===== src/rtl/trqd_pkg.sv =====
// trqd_pkg: shared types and constants of the timed release queue.
// Used by the channel interfaces and every module of the block; no dependencies.
package trqd_pkg;

  // input item codes
  localparam logic [1:0] OP_LOCAL  = 2'd0;
  localparam logic [1:0] OP_PACKET = 2'd1;
  localparam logic [1:0] OP_TICK   = 2'd2;
  localparam logic [1:0] OP_RESET  = 2'd3;

  // result kinds
  localparam logic [1:0] KIND_APPLY  = 2'd0;
  localparam logic [1:0] KIND_SEND   = 2'd1;
  localparam logic [1:0] KIND_STATUS = 2'd2;

  // register indexes on the APB port (byte address = 4 * index)
  localparam logic [2:0] REG_NETWORKED    = 3'd0;
  localparam logic [2:0] REG_LOCAL_PLAYER = 3'd1;
  localparam logic [2:0] REG_LOCAL_HERO   = 3'd2;
  localparam logic [2:0] REG_LEAD_FRAMES  = 3'd3;
  localparam logic [2:0] REG_MATCH_TYPE   = 3'd4;

  localparam int ADDR_W   = 5;
  localparam int FRAME_W  = 31;
  localparam int SERIAL_W = 32;
  localparam int ORIGIN_W = 4;   // holds any player index up to sixteen players
  localparam int CMP_W    = 33;  // signed compare width, covers 32-bit signed and 31-bit frames

  localparam logic [FRAME_W-1:0] FRAME_MAX       = {FRAME_W{1'b1}};
  localparam logic [15:0]        MIN_PACKET_SIZE = 16'd33;
  localparam logic [7:0]         LEAD_RESET      = 8'd12;

  typedef struct packed {
    logic       networked;
    logic [1:0] local_player;
    logic [1:0] local_hero;
    logic [7:0] lead_frames;
    logic [7:0] match_type;
  } cfg_t;

  typedef struct packed {
    logic [FRAME_W-1:0]  frame;
    logic [SERIAL_W-1:0] serial;
    logic [7:0]          hero;
    logic [7:0]          action;
    logic [7:0]          category;
    logic [7:0]          direction;
    logic [ORIGIN_W-1:0] origin;
  } entry_t;

  typedef struct packed {
    logic [1:0]          kind;
    logic [1:0]          hero;
    logic [7:0]          action;
    logic [7:0]          category;
    logic [7:0]          direction;
    logic [FRAME_W-1:0]  frame;
    logic [1:0]          origin;
    logic [SERIAL_W-1:0] serial;
    logic                consumed;
    logic                late;
    logic                dropped;
    logic                last;
  } res_t;

endpackage


===== src/rtl/trqd_if.sv =====
// trqd_if: valid/ready channel interfaces for input items and results.
// Depends on trqd_pkg for field widths.
interface trqd_in_if;
  logic                                 valid;
  logic                                 ready;
  logic [1:0]                           op;
  logic [7:0]                           action;
  logic signed [7:0]                    category;
  logic signed [7:0]                    direction;
  logic [trqd_pkg::FRAME_W-1:0]         frame;
  logic signed [7:0]                    origin_player;
  logic signed [trqd_pkg::SERIAL_W-1:0] serial;
  logic signed [7:0]                    hero;
  logic [trqd_pkg::FRAME_W-1:0]         apply_frame;
  logic [7:0]                           packet_type;
  logic [15:0]                          packet_size;

  modport source (output valid, op, action, category, direction, frame, origin_player,
                  serial, hero, apply_frame, packet_type, packet_size, input ready);
  modport sink   (input valid, op, action, category, direction, frame, origin_player,
                  serial, hero, apply_frame, packet_type, packet_size, output ready);
endinterface

interface trqd_out_if;
  logic                                 valid;
  logic                                 ready;
  logic [1:0]                           kind;
  logic [1:0]                           out_hero;
  logic [7:0]                           out_action;
  logic signed [7:0]                    out_category;
  logic signed [7:0]                    out_direction;
  logic [trqd_pkg::FRAME_W-1:0]         out_frame;
  logic [1:0]                           out_origin;
  logic signed [trqd_pkg::SERIAL_W-1:0] out_serial;
  logic                                 consumed;
  logic                                 late;
  logic                                 dropped;
  logic                                 last;

  modport source (output valid, kind, out_hero, out_action, out_category, out_direction,
                  out_frame, out_origin, out_serial, consumed, late, dropped, last,
                  input ready);
  modport sink   (input valid, kind, out_hero, out_action, out_category, out_direction,
                  out_frame, out_origin, out_serial, consumed, late, dropped, last,
                  output ready);
endinterface


===== src/rtl/trqd_cfg_regs.sv =====
// trqd_cfg_regs: APB register file for the queue's configuration.
// Depends on trqd_pkg (cfg_t, register indexes).
module trqd_cfg_regs (
  input  logic                          clk,
  input  logic                          rst_n,
  input  logic                          psel,
  input  logic                          penable,
  input  logic                          pwrite,
  input  logic [trqd_pkg::ADDR_W-1:0]   paddr,
  input  logic [31:0]                   pwdata,
  output logic [31:0]                   prdata,
  output logic                          pready,
  output trqd_pkg::cfg_t                cfg
);

  trqd_pkg::cfg_t cfg_r, cfg_nxt;
  logic [2:0]     reg_idx;

  assign reg_idx = paddr[trqd_pkg::ADDR_W-1:2];
  assign pready  = 1'b1;
  assign cfg     = cfg_r;

  always_comb begin
    cfg_nxt = cfg_r;
    if (psel && penable && pwrite) begin
      unique case (reg_idx)
        trqd_pkg::REG_NETWORKED:    cfg_nxt.networked    = pwdata[0];
        trqd_pkg::REG_LOCAL_PLAYER: cfg_nxt.local_player = pwdata[1:0];
        trqd_pkg::REG_LOCAL_HERO:   cfg_nxt.local_hero   = pwdata[1:0];
        trqd_pkg::REG_LEAD_FRAMES:  cfg_nxt.lead_frames  = pwdata[7:0];
        trqd_pkg::REG_MATCH_TYPE:   cfg_nxt.match_type   = pwdata[7:0];
        default:                    cfg_nxt = cfg_r;
      endcase
    end
  end

  always_comb begin
    unique case (reg_idx)
      trqd_pkg::REG_NETWORKED:    prdata = {31'd0, cfg_r.networked};
      trqd_pkg::REG_LOCAL_PLAYER: prdata = {30'd0, cfg_r.local_player};
      trqd_pkg::REG_LOCAL_HERO:   prdata = {30'd0, cfg_r.local_hero};
      trqd_pkg::REG_LEAD_FRAMES:  prdata = {24'd0, cfg_r.lead_frames};
      trqd_pkg::REG_MATCH_TYPE:   prdata = {24'd0, cfg_r.match_type};
      default:                    prdata = 32'd0;
    endcase
  end

  always_ff @(posedge clk) begin
    if (!rst_n) begin
      cfg_r.networked    <= 1'b0;
      cfg_r.local_player <= 2'd0;
      cfg_r.local_hero   <= 2'd0;
      cfg_r.lead_frames  <= trqd_pkg::LEAD_RESET;
      cfg_r.match_type   <= 8'd0;
    end else begin
      cfg_r <= cfg_nxt;
    end
  end

endmodule


===== src/rtl/trqd_queue_mem.sv =====
// trqd_queue_mem: entry store of the pending queue, one write and one
// registered read port. Depends on trqd_pkg (entry_t).
module trqd_queue_mem #(
  parameter int QUEUE_DEPTH = 16,
  parameter int IDX_W       = 4
) (
  input  logic                 clk,
  input  logic                 we,
  input  logic [IDX_W-1:0]     waddr,
  input  trqd_pkg::entry_t     wdata,
  input  logic [IDX_W-1:0]     raddr,
  output trqd_pkg::entry_t     rdata
);

  trqd_pkg::entry_t mem [QUEUE_DEPTH];
  trqd_pkg::entry_t rdata_r;

  assign rdata = rdata_r;

  always_ff @(posedge clk) begin
    if (we) begin
      mem[waddr] <= wdata;
    end
    rdata_r <= mem[raddr];
  end

endmodule


===== src/rtl/trqd_cmp.sv =====
// trqd_cmp: shared signed magnitude comparator, used for serial staleness
// checks and for the due test of each entry during a tick walk. Depends on trqd_pkg.
module trqd_cmp (
  input  logic [trqd_pkg::CMP_W-1:0] a,
  input  logic [trqd_pkg::CMP_W-1:0] b,
  output logic                       lt,
  output logic                       eq
);

  assign lt = $signed(a) < $signed(b);
  assign eq = (a == b);

endmodule


===== src/rtl/trqd_ctrl.sv =====
// trqd_ctrl: sequencer of the queue: request stamping, packet filtering,
// the tick walk with compaction, and the staged result register.
// Depends on trqd_pkg, trqd_if; drives trqd_queue_mem and trqd_cmp.
module trqd_ctrl #(
  parameter int QUEUE_DEPTH = 16,
  parameter int NUM_PLAYERS = 4,
  parameter int IDX_W       = 4
) (
  input  logic                           clk,
  input  logic                           rst_n,
  input  trqd_pkg::cfg_t                 cfg,
  trqd_in_if.sink                        in_ch,
  trqd_out_if.source                     out_ch,
  output logic                           mem_we,
  output logic [IDX_W-1:0]               mem_waddr,
  output trqd_pkg::entry_t               mem_wdata,
  output logic [IDX_W-1:0]               mem_raddr,
  input  trqd_pkg::entry_t               mem_rdata,
  output logic [trqd_pkg::CMP_W-1:0]     cmp_a,
  output logic [trqd_pkg::CMP_W-1:0]     cmp_b,
  input  logic                           cmp_lt,
  input  logic                           cmp_eq
);

  localparam int CNT_W = $clog2(QUEUE_DEPTH + 1);
  localparam int PL_W  = $clog2(NUM_PLAYERS);
  localparam logic [CNT_W-1:0] CNT_FULL = CNT_W'(QUEUE_DEPTH);

  localparam logic [1:0] S_IDLE = 2'd0;
  localparam logic [1:0] S_WALK = 2'd1;
  localparam logic [1:0] S_FIN  = 2'd2;

  logic [1:0]                    state_r, state_nxt;
  logic [CNT_W-1:0]              count_r, count_nxt;
  logic [CNT_W-1:0]              kept_r, kept_nxt;
  logic [IDX_W-1:0]              idx_r, idx_nxt;
  logic [trqd_pkg::SERIAL_W-1:0] own_r, own_nxt;
  logic                          late_seen_r, late_seen_nxt;
  logic [trqd_pkg::SERIAL_W-1:0] top_r [NUM_PLAYERS];
  logic [trqd_pkg::SERIAL_W-1:0] top_nxt [NUM_PLAYERS];
  logic [trqd_pkg::FRAME_W-1:0]  tick_frame_r, tick_frame_nxt;
  trqd_pkg::res_t                stg_r, stg_nxt, out_r, out_nxt;
  logic                          stg_v_r, stg_v_nxt, out_v_r, out_v_nxt;

  logic                          in_fire, out_free, full;
  logic [trqd_pkg::SERIAL_W:0]   stamp_sum;
  logic [trqd_pkg::FRAME_W-1:0]  stamp;
  logic                          hero_ok_local, pkt_match, org_ok;
  logic [PL_W-1:0]               org_idx;
  logic [trqd_pkg::SERIAL_W-1:0] top_sel;
  trqd_pkg::entry_t              q;
  logic                          pending, send, apply, need, adv, late_bit, hero_ok_q;
  trqd_pkg::res_t                res;

  assign in_ch.ready = (state_r == S_IDLE);
  assign in_fire     = in_ch.valid && in_ch.ready;
  assign out_free    = !out_v_r || out_ch.ready;
  assign full        = (count_r == CNT_FULL);
  assign q           = mem_rdata;

  assign out_ch.valid         = out_v_r;
  assign out_ch.kind          = out_r.kind;
  assign out_ch.out_hero      = out_r.hero;
  assign out_ch.out_action    = out_r.action;
  assign out_ch.out_category  = out_r.category;
  assign out_ch.out_direction = out_r.direction;
  assign out_ch.out_frame     = out_r.frame;
  assign out_ch.out_origin    = out_r.origin;
  assign out_ch.out_serial    = out_r.serial;
  assign out_ch.consumed      = out_r.consumed;
  assign out_ch.late          = out_r.late;
  assign out_ch.dropped       = out_r.dropped;
  assign out_ch.last          = out_r.last;

  // stamp = frame + lead, saturating at the largest frame
  assign stamp_sum = {2'b00, in_ch.frame} + {25'd0, cfg.lead_frames};
  assign stamp     = stamp_sum[trqd_pkg::FRAME_W] ? trqd_pkg::FRAME_MAX
                                                  : stamp_sum[trqd_pkg::FRAME_W-1:0];

  assign hero_ok_local = int'(cfg.local_hero) < NUM_PLAYERS;
  assign pkt_match     = (in_ch.packet_size >= trqd_pkg::MIN_PACKET_SIZE) &&
                         (in_ch.packet_type == cfg.match_type);
  assign org_ok        = (int'(in_ch.origin_player) >= 0) &&
                         (int'(in_ch.origin_player) < NUM_PLAYERS);
  assign org_idx       = in_ch.origin_player[PL_W-1:0];
  assign top_sel       = org_ok ? top_r[org_idx] : '0;

  // comparator: packet serial vs. highest seen, or tick frame vs. entry frame
  always_comb begin
    if (state_r == S_WALK) begin
      cmp_a = {2'b00, tick_frame_r};
      cmp_b = {2'b00, q.frame};
    end else begin
      cmp_a = {in_ch.serial[trqd_pkg::SERIAL_W-1], in_ch.serial};
      cmp_b = {top_sel[trqd_pkg::SERIAL_W-1], top_sel};
    end
  end

  assign hero_ok_q = (int'($signed(q.hero)) >= 0) && (int'($signed(q.hero)) < NUM_PLAYERS);
  assign pending   = cmp_lt;
  assign send      = pending && cfg.networked &&
                     (q.origin == trqd_pkg::ORIGIN_W'(cfg.local_player));
  assign apply     = !pending && hero_ok_q;
  assign need      = send || apply;
  assign adv       = !need || !stg_v_r || out_free;
  assign late_bit  = !pending && !cmp_lt && !cmp_eq && !late_seen_r;

  always_comb begin
    state_nxt      = state_r;
    count_nxt      = count_r;
    kept_nxt       = kept_r;
    idx_nxt        = idx_r;
    own_nxt        = own_r;
    late_seen_nxt  = late_seen_r;
    top_nxt        = top_r;
    tick_frame_nxt = tick_frame_r;
    stg_nxt        = stg_r;
    stg_v_nxt      = stg_v_r;
    out_nxt        = out_r;
    out_v_nxt      = out_v_r && !out_ch.ready;
    mem_we         = 1'b0;
    mem_waddr      = count_r[IDX_W-1:0];
    mem_wdata      = '0;
    mem_raddr      = '0;
    res            = '0;

    unique case (state_r)
      S_IDLE: begin
        if (in_fire) begin
          unique case (in_ch.op)
            trqd_pkg::OP_LOCAL: begin
              res.hero      = cfg.local_hero;
              res.action    = in_ch.action;
              res.category  = in_ch.category;
              res.direction = in_ch.direction;
              res.origin    = cfg.local_player;
              if (!cfg.networked) begin
                res.kind  = trqd_pkg::KIND_APPLY;
                res.frame = in_ch.frame;
                if (hero_ok_local) begin
                  stg_nxt   = res;
                  stg_v_nxt = 1'b1;
                  state_nxt = S_FIN;
                end
              end else begin
                res.kind    = trqd_pkg::KIND_SEND;
                res.frame   = stamp;
                res.serial  = own_r;
                res.dropped = full;
                own_nxt     = own_r + 1'b1;
                mem_wdata.frame     = stamp;
                mem_wdata.serial    = own_r;
                mem_wdata.hero      = {6'd0, cfg.local_hero};
                mem_wdata.action    = in_ch.action;
                mem_wdata.category  = in_ch.category;
                mem_wdata.direction = in_ch.direction;
                mem_wdata.origin    = trqd_pkg::ORIGIN_W'(cfg.local_player);
                if (!full) begin
                  mem_we    = 1'b1;
                  count_nxt = count_r + 1'b1;
                end
                stg_nxt   = res;
                stg_v_nxt = 1'b1;
                state_nxt = S_FIN;
              end
            end
            trqd_pkg::OP_PACKET: begin
              res.kind     = trqd_pkg::KIND_STATUS;
              res.consumed = pkt_match;
              mem_wdata.frame     = in_ch.apply_frame;
              mem_wdata.serial    = in_ch.serial;
              mem_wdata.hero      = in_ch.hero;
              mem_wdata.action    = in_ch.action;
              mem_wdata.category  = in_ch.category;
              mem_wdata.direction = in_ch.direction;
              mem_wdata.origin    = in_ch.origin_player[trqd_pkg::ORIGIN_W-1:0];
              // fresh serial: strictly above the origin's highest
              if (pkt_match && org_ok && !cmp_lt && !cmp_eq) begin
                top_nxt[org_idx] = in_ch.serial;
                if (full) begin
                  res.dropped = 1'b1;
                end else begin
                  mem_we    = 1'b1;
                  count_nxt = count_r + 1'b1;
                end
              end
              stg_nxt   = res;
              stg_v_nxt = 1'b1;
              state_nxt = S_FIN;
            end
            trqd_pkg::OP_TICK: begin
              tick_frame_nxt = in_ch.frame;
              idx_nxt        = '0;
              kept_nxt       = '0;
              if (count_r != '0) begin
                state_nxt = S_WALK;
              end
            end
            trqd_pkg::OP_RESET: begin
              count_nxt     = '0;
              own_nxt       = trqd_pkg::SERIAL_W'(1);
              late_seen_nxt = 1'b0;
              for (int p = 0; p < NUM_PLAYERS; p++) begin
                top_nxt[p] = '0;
              end
            end
            default: state_nxt = S_IDLE;
          endcase
        end
      end

      S_WALK: begin
        mem_raddr = adv ? idx_r + 1'b1 : idx_r;
        res.kind      = send ? trqd_pkg::KIND_SEND : trqd_pkg::KIND_APPLY;
        res.hero      = q.hero[1:0];
        res.action    = q.action;
        res.category  = q.category;
        res.direction = q.direction;
        res.frame     = q.frame;
        res.origin    = q.origin[1:0];
        res.serial    = q.serial;
        res.late      = late_bit;
        if (adv) begin
          if (pending) begin
            mem_we    = 1'b1;
            mem_waddr = kept_r[IDX_W-1:0];
            mem_wdata = q;
            kept_nxt  = kept_r + 1'b1;
          end else if (late_bit) begin
            late_seen_nxt = 1'b1;
          end
          if (need) begin
            // earlier staged result is not the last one: push it out
            if (stg_v_r) begin
              out_nxt      = stg_r;
              out_nxt.last = 1'b0;
              out_v_nxt    = 1'b1;
            end
            stg_nxt   = res;
            stg_v_nxt = 1'b1;
          end
          if ({1'b0, idx_r} == CNT_W'(count_r - 1'b1)) begin
            count_nxt = kept_nxt;
            state_nxt = S_FIN;
          end else begin
            idx_nxt = idx_r + 1'b1;
          end
        end
      end

      S_FIN: begin
        if (!stg_v_r) begin
          state_nxt = S_IDLE;
        end else if (out_free) begin
          out_nxt      = stg_r;
          out_nxt.last = 1'b1;
          out_v_nxt    = 1'b1;
          stg_v_nxt    = 1'b0;
          state_nxt    = S_IDLE;
        end
      end

      default: state_nxt = S_IDLE;
    endcase
  end

  always_ff @(posedge clk) begin
    if (!rst_n) begin
      state_r     <= S_IDLE;
      count_r     <= '0;
      kept_r      <= '0;
      idx_r       <= '0;
      own_r       <= trqd_pkg::SERIAL_W'(1);
      late_seen_r <= 1'b0;
      stg_v_r     <= 1'b0;
      out_v_r     <= 1'b0;
      for (int p = 0; p < NUM_PLAYERS; p++) begin
        top_r[p] <= '0;
      end
    end else begin
      state_r     <= state_nxt;
      count_r     <= count_nxt;
      kept_r      <= kept_nxt;
      idx_r       <= idx_nxt;
      own_r       <= own_nxt;
      late_seen_r <= late_seen_nxt;
      stg_v_r     <= stg_v_nxt;
      out_v_r     <= out_v_nxt;
      top_r       <= top_nxt;
    end
  end

  always_ff @(posedge clk) begin
    tick_frame_r <= tick_frame_nxt;
    stg_r        <= stg_nxt;
    out_r        <= out_nxt;
  end

endmodule


===== src/rtl/timed_release_queue_dedup_unit.sv =====
// timed_release_queue_dedup_unit: top level of the frame-stamped request queue.
// Depends on trqd_pkg, trqd_if, trqd_cfg_regs, trqd_queue_mem, trqd_cmp, trqd_ctrl.
//
// Takes one input item at a time; in_ch.ready is high only while the sequencer is
// idle. A local request or a received packet is accepted, then its single result
// is handed off to the output register. A frame tick walks the queued entries,
// reading one entry per cycle, while no result is stalled, from the queue memory
// through its single registered read port; it compacts kept entries through its
// write port and runs each entry through the shared comparator. A reset item or
// a tick on an empty queue leaves the sequencer idle. The sequencer stalls while a
// result cannot move because the output register is still full. Results are delayed
// by one staging register so the last one of each input can be marked; the next
// item is accepted while the final result still waits in the output register.
module timed_release_queue_dedup_unit #(
  parameter int QUEUE_DEPTH = 16,
  parameter int NUM_PLAYERS = 4
) (
  input  logic                        clk,
  input  logic                        rst_n,
  trqd_in_if.sink                     in_ch,
  trqd_out_if.source                  out_ch,
  input  logic                        psel,
  input  logic                        penable,
  input  logic                        pwrite,
  input  logic [trqd_pkg::ADDR_W-1:0] paddr,
  input  logic [31:0]                 pwdata,
  output logic [31:0]                 prdata,
  output logic                        pready
);

  localparam int IDX_W = $clog2(QUEUE_DEPTH);

  trqd_pkg::cfg_t                cfg;
  logic                          mem_we;
  logic [IDX_W-1:0]              mem_waddr, mem_raddr;
  trqd_pkg::entry_t              mem_wdata, mem_rdata;
  logic [trqd_pkg::CMP_W-1:0]    cmp_a, cmp_b;
  logic                          cmp_lt, cmp_eq;

  trqd_cfg_regs u_cfg (
    .clk     (clk),
    .rst_n   (rst_n),
    .psel    (psel),
    .penable (penable),
    .pwrite  (pwrite),
    .paddr   (paddr),
    .pwdata  (pwdata),
    .prdata  (prdata),
    .pready  (pready),
    .cfg     (cfg)
  );

  trqd_queue_mem #(
    .QUEUE_DEPTH (QUEUE_DEPTH),
    .IDX_W       (IDX_W)
  ) u_mem (
    .clk   (clk),
    .we    (mem_we),
    .waddr (mem_waddr),
    .wdata (mem_wdata),
    .raddr (mem_raddr),
    .rdata (mem_rdata)
  );

  trqd_cmp u_cmp (
    .a  (cmp_a),
    .b  (cmp_b),
    .lt (cmp_lt),
    .eq (cmp_eq)
  );

  trqd_ctrl #(
    .QUEUE_DEPTH (QUEUE_DEPTH),
    .NUM_PLAYERS (NUM_PLAYERS),
    .IDX_W       (IDX_W)
  ) u_ctrl (
    .clk       (clk),
    .rst_n     (rst_n),
    .cfg       (cfg),
    .in_ch     (in_ch),
    .out_ch    (out_ch),
    .mem_we    (mem_we),
    .mem_waddr (mem_waddr),
    .mem_wdata (mem_wdata),
    .mem_raddr (mem_raddr),
    .mem_rdata (mem_rdata),
    .cmp_a     (cmp_a),
    .cmp_b     (cmp_b),
    .cmp_lt    (cmp_lt),
    .cmp_eq    (cmp_eq)
  );

endmodule


===== src/flat_wrapper.sv =====
// flat-port wrapper written by rule: the top's interface ports become plain ports
module timed_release_queue_dedup_unit_flat 
#(
  parameter int QUEUE_DEPTH = 16,
  parameter int NUM_PLAYERS = 4
)
  (clk, rst_n, psel, penable, pwrite, paddr, pwdata, prdata, pready, in_ch_valid, in_ch_op, in_ch_action, in_ch_category, in_ch_direction, in_ch_frame, in_ch_origin_player, in_ch_serial, in_ch_hero, in_ch_apply_frame, in_ch_packet_type, in_ch_packet_size, in_ch_ready, out_ch_valid, out_ch_kind, out_ch_out_hero, out_ch_out_action, out_ch_out_category, out_ch_out_direction, out_ch_out_frame, out_ch_out_origin, out_ch_out_serial, out_ch_consumed, out_ch_late, out_ch_dropped, out_ch_last, out_ch_ready);
  trqd_in_if in_ch_i ();
  trqd_out_if out_ch_i ();
  input  logic clk;
  input  logic rst_n;
  input  logic psel;
  input  logic penable;
  input  logic pwrite;
  input  logic [trqd_pkg::ADDR_W-1:0] paddr;
  input  logic [31:0] pwdata;
  output logic [31:0] prdata;
  output logic pready;
  input wire logic [$bits(in_ch_i.valid)-1:0] in_ch_valid;
  input wire logic [$bits(in_ch_i.op)-1:0] in_ch_op;
  input wire logic [$bits(in_ch_i.action)-1:0] in_ch_action;
  input wire logic [$bits(in_ch_i.category)-1:0] in_ch_category;
  input wire logic [$bits(in_ch_i.direction)-1:0] in_ch_direction;
  input wire logic [$bits(in_ch_i.frame)-1:0] in_ch_frame;
  input wire logic [$bits(in_ch_i.origin_player)-1:0] in_ch_origin_player;
  input wire logic [$bits(in_ch_i.serial)-1:0] in_ch_serial;
  input wire logic [$bits(in_ch_i.hero)-1:0] in_ch_hero;
  input wire logic [$bits(in_ch_i.apply_frame)-1:0] in_ch_apply_frame;
  input wire logic [$bits(in_ch_i.packet_type)-1:0] in_ch_packet_type;
  input wire logic [$bits(in_ch_i.packet_size)-1:0] in_ch_packet_size;
  output wire logic [$bits(in_ch_i.ready)-1:0] in_ch_ready;
  output wire logic [$bits(out_ch_i.valid)-1:0] out_ch_valid;
  output wire logic [$bits(out_ch_i.kind)-1:0] out_ch_kind;
  output wire logic [$bits(out_ch_i.out_hero)-1:0] out_ch_out_hero;
  output wire logic [$bits(out_ch_i.out_action)-1:0] out_ch_out_action;
  output wire logic [$bits(out_ch_i.out_category)-1:0] out_ch_out_category;
  output wire logic [$bits(out_ch_i.out_direction)-1:0] out_ch_out_direction;
  output wire logic [$bits(out_ch_i.out_frame)-1:0] out_ch_out_frame;
  output wire logic [$bits(out_ch_i.out_origin)-1:0] out_ch_out_origin;
  output wire logic [$bits(out_ch_i.out_serial)-1:0] out_ch_out_serial;
  output wire logic [$bits(out_ch_i.consumed)-1:0] out_ch_consumed;
  output wire logic [$bits(out_ch_i.late)-1:0] out_ch_late;
  output wire logic [$bits(out_ch_i.dropped)-1:0] out_ch_dropped;
  output wire logic [$bits(out_ch_i.last)-1:0] out_ch_last;
  input wire logic [$bits(out_ch_i.ready)-1:0] out_ch_ready;
  assign in_ch_i.valid = in_ch_valid;
  assign in_ch_i.op = in_ch_op;
  assign in_ch_i.action = in_ch_action;
  assign in_ch_i.category = in_ch_category;
  assign in_ch_i.direction = in_ch_direction;
  assign in_ch_i.frame = in_ch_frame;
  assign in_ch_i.origin_player = in_ch_origin_player;
  assign in_ch_i.serial = in_ch_serial;
  assign in_ch_i.hero = in_ch_hero;
  assign in_ch_i.apply_frame = in_ch_apply_frame;
  assign in_ch_i.packet_type = in_ch_packet_type;
  assign in_ch_i.packet_size = in_ch_packet_size;
  assign in_ch_ready = in_ch_i.ready;
  assign out_ch_valid = out_ch_i.valid;
  assign out_ch_kind = out_ch_i.kind;
  assign out_ch_out_hero = out_ch_i.out_hero;
  assign out_ch_out_action = out_ch_i.out_action;
  assign out_ch_out_category = out_ch_i.out_category;
  assign out_ch_out_direction = out_ch_i.out_direction;
  assign out_ch_out_frame = out_ch_i.out_frame;
  assign out_ch_out_origin = out_ch_i.out_origin;
  assign out_ch_out_serial = out_ch_i.out_serial;
  assign out_ch_consumed = out_ch_i.consumed;
  assign out_ch_late = out_ch_i.late;
  assign out_ch_dropped = out_ch_i.dropped;
  assign out_ch_last = out_ch_i.last;
  assign out_ch_i.ready = out_ch_ready;
  timed_release_queue_dedup_unit #(.QUEUE_DEPTH(QUEUE_DEPTH), .NUM_PLAYERS(NUM_PLAYERS)) u_core (.clk(clk), .rst_n(rst_n), .in_ch(in_ch_i), .out_ch(out_ch_i), .psel(psel), .penable(penable), .pwrite(pwrite), .paddr(paddr), .pwdata(pwdata), .prdata(prdata), .pready(pready));
endmodule

===== config.mk =====
export PLATFORM = sky130hd
export DESIGN_NAME = timed_release_queue_dedup_unit_flat
export DESIGN_NICKNAME = d
export VERILOG_FILES = /design/src/rtl/trqd_pkg.sv /design/src/rtl/trqd_if.sv /design/src/rtl/trqd_cfg_regs.sv /design/src/rtl/trqd_queue_mem.sv /design/src/rtl/trqd_cmp.sv /design/src/rtl/trqd_ctrl.sv /design/src/rtl/timed_release_queue_dedup_unit.sv /design/src/flat_wrapper.sv
export SDC_FILE = /design/constraint.sdc
export NUM_CORES = 2
export LEC_CHECK = 0
export ABC_CLOCK_PERIOD_IN_PS = 34400
export BUFFER_PORTS_ARGS = -buffer_cell sky130_fd_sc_hd__buf_4
export CAP_MARGIN = 0
export CORE_MARGIN = 5
export CORE_UTILIZATION = 35
export CTS_CLUSTER_DIAMETER = 200
export DETAILED_ROUTE_END_ITERATION = 10
export PLACE_DENSITY_LB_ADDON = 0.1
export SYNTH_ARGS = -nofsm -noshare
export SYNTH_HDL_FRONTEND = slang
export SYNTH_SLANG_ARGS = --single-unit

===== constraint.sdc =====
create_clock -name clk -period 34.4 [get_ports clk]
set_clock_uncertainty 0.05 [all_clocks]
set_input_delay 10.32 -clock clk [delete_from_list [all_inputs] [get_ports clk]]
set_output_delay 10.32 -clock clk [all_outputs]
set_load 0.005 [all_outputs]

==> flow_summary.yaml <==
outcome:
  status: "complete, no violations"
sta:
  finalSetupViolCount: 0
  worst_slew_pin_slew_ns: 1.37
  timing_hold_violations_final: 0
  maxClockFrequency_ghz: 0.0462
  slew_violations: 0
  fin_setup_tns_ns: 0
  timing.slew.headroom_pct: 8.25
  final_critical_path_setup_slack_ns: 12.74
  fin_crit_sh_pct: 63.0
  post-route-min-period_ns: 21.66
  rsz0062_at_grt: "false"
route:
  initial_drt_pass_iterations: 6
  initialDrtViolationCount: 4748
  ant_nets: 0
  drt-total-wl_um: 290000
  drcViolationCount: 0
  via_per_inst: 5.56
  wl_per_cell_um: 31.0
  overall_via_count_from_detail_route: 52000
min_path:
  timing.hold.worst.class: "reg2reg"
place:
  dpl_cell_area_sq_um: 91700
  place.detailed.instances: 8915
  gp_congestion: 0.859
  pre_cts_ws_ns: 12.76
  io_port_bufs: 284
  hpwlAfterDp_um: 159000
yosys:
  synth.most_common_cell: "edfxtp_1"
  synth_ff_type: "edfxtp_1"
  ys_ff_latch: 2107
  synth_commonest_cells: "edfxtp_1, nand2_1, mux2i_1, dfxtp_1, nor2_1"
  library_cell_with_the_largest_summed_area_after_synthesis: "edfxtp_1"
  synth-seq-area-share_pct: 70.4
  synth_enable_flop_cells: 1808
  synth.area.top_cells: "edfxtp_1, dfxtp_1, mux2i_1"
  synth_cells: 5642
  netlist-cell-type-count: 89
  synth_area_per_cell_sq_um: 15.2
  yosys_warning_total: 0
  yosysTopAreaCellShare_pct: 63.5
  netlist_area_sq_um: 85600
  async_set_or_reset_flop_fraction_in_the_synthesized_netlist_pct: 0
clocking:
  ctsHtreeMaxLevel: 4
  cts-resized-gates: 0
  clockBufferDepth: 3
  worstSkewPairLatency_ns: 0.87
  numCtsBuffers: 224
  postCtsSetupBuffers: 0
  holdBufCountCts: 0
  tritoncts_clock_tree: "yes"
  clkSlewWorstSetupHoldPaths_ns: 0.06
  tritoncts_num_sinks: 2107
  clock_tree.root_cell: "clkbuf_16"
floorplanning:
  floorplan.rows: 181
  floorplan.initialDensity_pct: 35.2
  die_h_um: 504
  ioPinCount: 336
  core_sq_um: 243000
  chipWidth_um: 504
  die_area_sq_um: 254000
worst_setup_path:
  critical_path_arrival_ns: 11.29
  reg2reg_slack_ns: 23.90
  critical_path_rt_ns: 24.03
  crit_fanout: 7
  crit_type: "in2out"
  critical_path.endpoint_type: "output port"
  worst_setup_path_start_kind: "input port"
finish:
  design_area_sq_um: 98900
  area.sequential_sq_um: 60300
  post_route_cells_drive_above_1_share_pct: 19.6
  stdcell_count: 9353
  final_util_pct: 40.7
  fillerInstances: 22400
  area_growth_pct: 15.6
  num-nets-final: 6193
  total_area_of_multi_input_combinational_cells_sq_um: 23700
global_routing:
  grt_pass1_wl_um: 406000
  antenna_found_initial: 8
  gr-total-overflow: 0
  first_global_vias: 51700
  groute.usage.overall_pct: 22.1
  grt_start_max_net_pins: 127
run:
  timing.max_cap.violations: 0
power_and_ir_drop:
  power_leakage_nw: 32.8
  irDropWorstVdd_mv: 0.0464
  powerDensity_nw_per_um2: 55.6
## power breakdown
group,internal [mW],switching (mW),leakage [nW]
clock,1.36,1.02,3.53
sequential,2.81,0.0164,19.2
combinational,0.0957,0.197,10.1
## layout by cell type, fill, tap and decap left out, types with 65 or more instances in the layout
cell type | synthesis | routed
nor2b_1 | 121 | 118
o2bb2ai_1 | 102 | 100
a211oi_1 | 204 | 203
buf_4 | 56 | 436
nor2_1 | 265 | 243
inv_1 | 65 | 65
o21ai_0 | 143 | 139
nand2_1 | 384 | 380
dfxtp_1 | 299 | 299
a221o_1 | 101 | 101
a31oi_1 | 112 | 112
a22oi_1 | 176 | 176
edfxtp_1 | 1808 | 1808
and3_1 | 214 | 213
mux2i_1 | 344 | 343
clkbuf_16 | 0 | 229
mux2_2 | 229 | 229
nor4b_2 | 96 | 96
## critical path, cell delays in order
cell	delay, ns
buf_4	0.14
nor2_1	0.17
and2_1	0.30
nand2_1	0.09
o21ai_0	0.12
buf_4	0.16
## per-layer routing
metal / GRT usage, % / up-vias / routed length (um)
met4: 7.23 / 2 / 9310
met3: 3.31 / 369 / 15000
met1: 30.5 / 27400 / 129000
li1: - / 22700 / -
met2: 36.0 / 1603 / 137000
met5: 0 / - / 13
## cells by family after synthesis
kind of cell	synth area share, %
buffers and inverters	2.49
and+or+nand+nor	8.25
adders and majority gates	0.740
other	0.00878
DFF	70.4
AOI/OAI and AO/OA	9.54
muxes	7.92
xor gates and xnor gates	0.602
## layout make-up
class / instances / share of cell area (%)
Clock inverter: 119 / 1.02
Tap cell: 3202 / 4.05
Antenna cell: 12 / 0.0304
Clock buffer: 307 / 6.28
Timing Repair Buffer: 446 / 3.51
Multi-Input combinational cell: 3094 / 23.9
Inverter: 66 / 0.252
Sequential cell: 2107 / 60.9
## worst paths after layout
check                                 from                                   to  depth (start not counted)
setup / recovery                  paddr[2]                            prdata[1]                          6
hold / removal     u_core.u_ctrl.stg_r[31]  u_core.u_ctrl.out_ch.out_serial[27]                          0
hold reg to reg    u_core.u_ctrl.stg_r[31]  u_core.u_ctrl.out_ch.out_serial[27]                          0
setup reg to reg  u_core.u_ctrl.state_r[1]              u_core.u_mem.mem[7][48]                         21
## through the flow
stage	power [mW]	hold slack [ns]
floorplan	3.03	0.350
global placement	3.17	0.355
detailed placement	3.17	0.355
CTS	5.55	0.357
global route	5.67	0.361
finish	5.50	0.357
## flip-flops by register name (all words and copies together), names as in the netlist, 4 cells and up
| register | count |
|---|---|
| u_core.u_ctrl.stg_r | 96 |
| u_core.u_ctrl.idx_r | 4 |
| u_core.u_ctrl.top_r | 128 |
| u_core.u_mem.mem | 1584 |
| u_core.u_ctrl.out_ch.out_direction | 8 |
| u_core.u_ctrl.out_ch.out_frame | 31 |
| u_core.u_mem.rdata | 99 |
| u_core.u_ctrl.tick_frame_r | 31 |
| u_core.u_ctrl.own_r | 32 |
| u_core.u_ctrl.kept_r | 5 |
| u_core.u_ctrl.count_r | 5 |
| u_core.u_ctrl.out_ch.out_category | 8 |
| u_core.u_cfg.cfg | 21 |
| u_core.u_ctrl.out_ch.out_action | 8 |
| u_core.u_ctrl.out_ch.out_serial | 32 |
(Power assumes the default switching activity.)
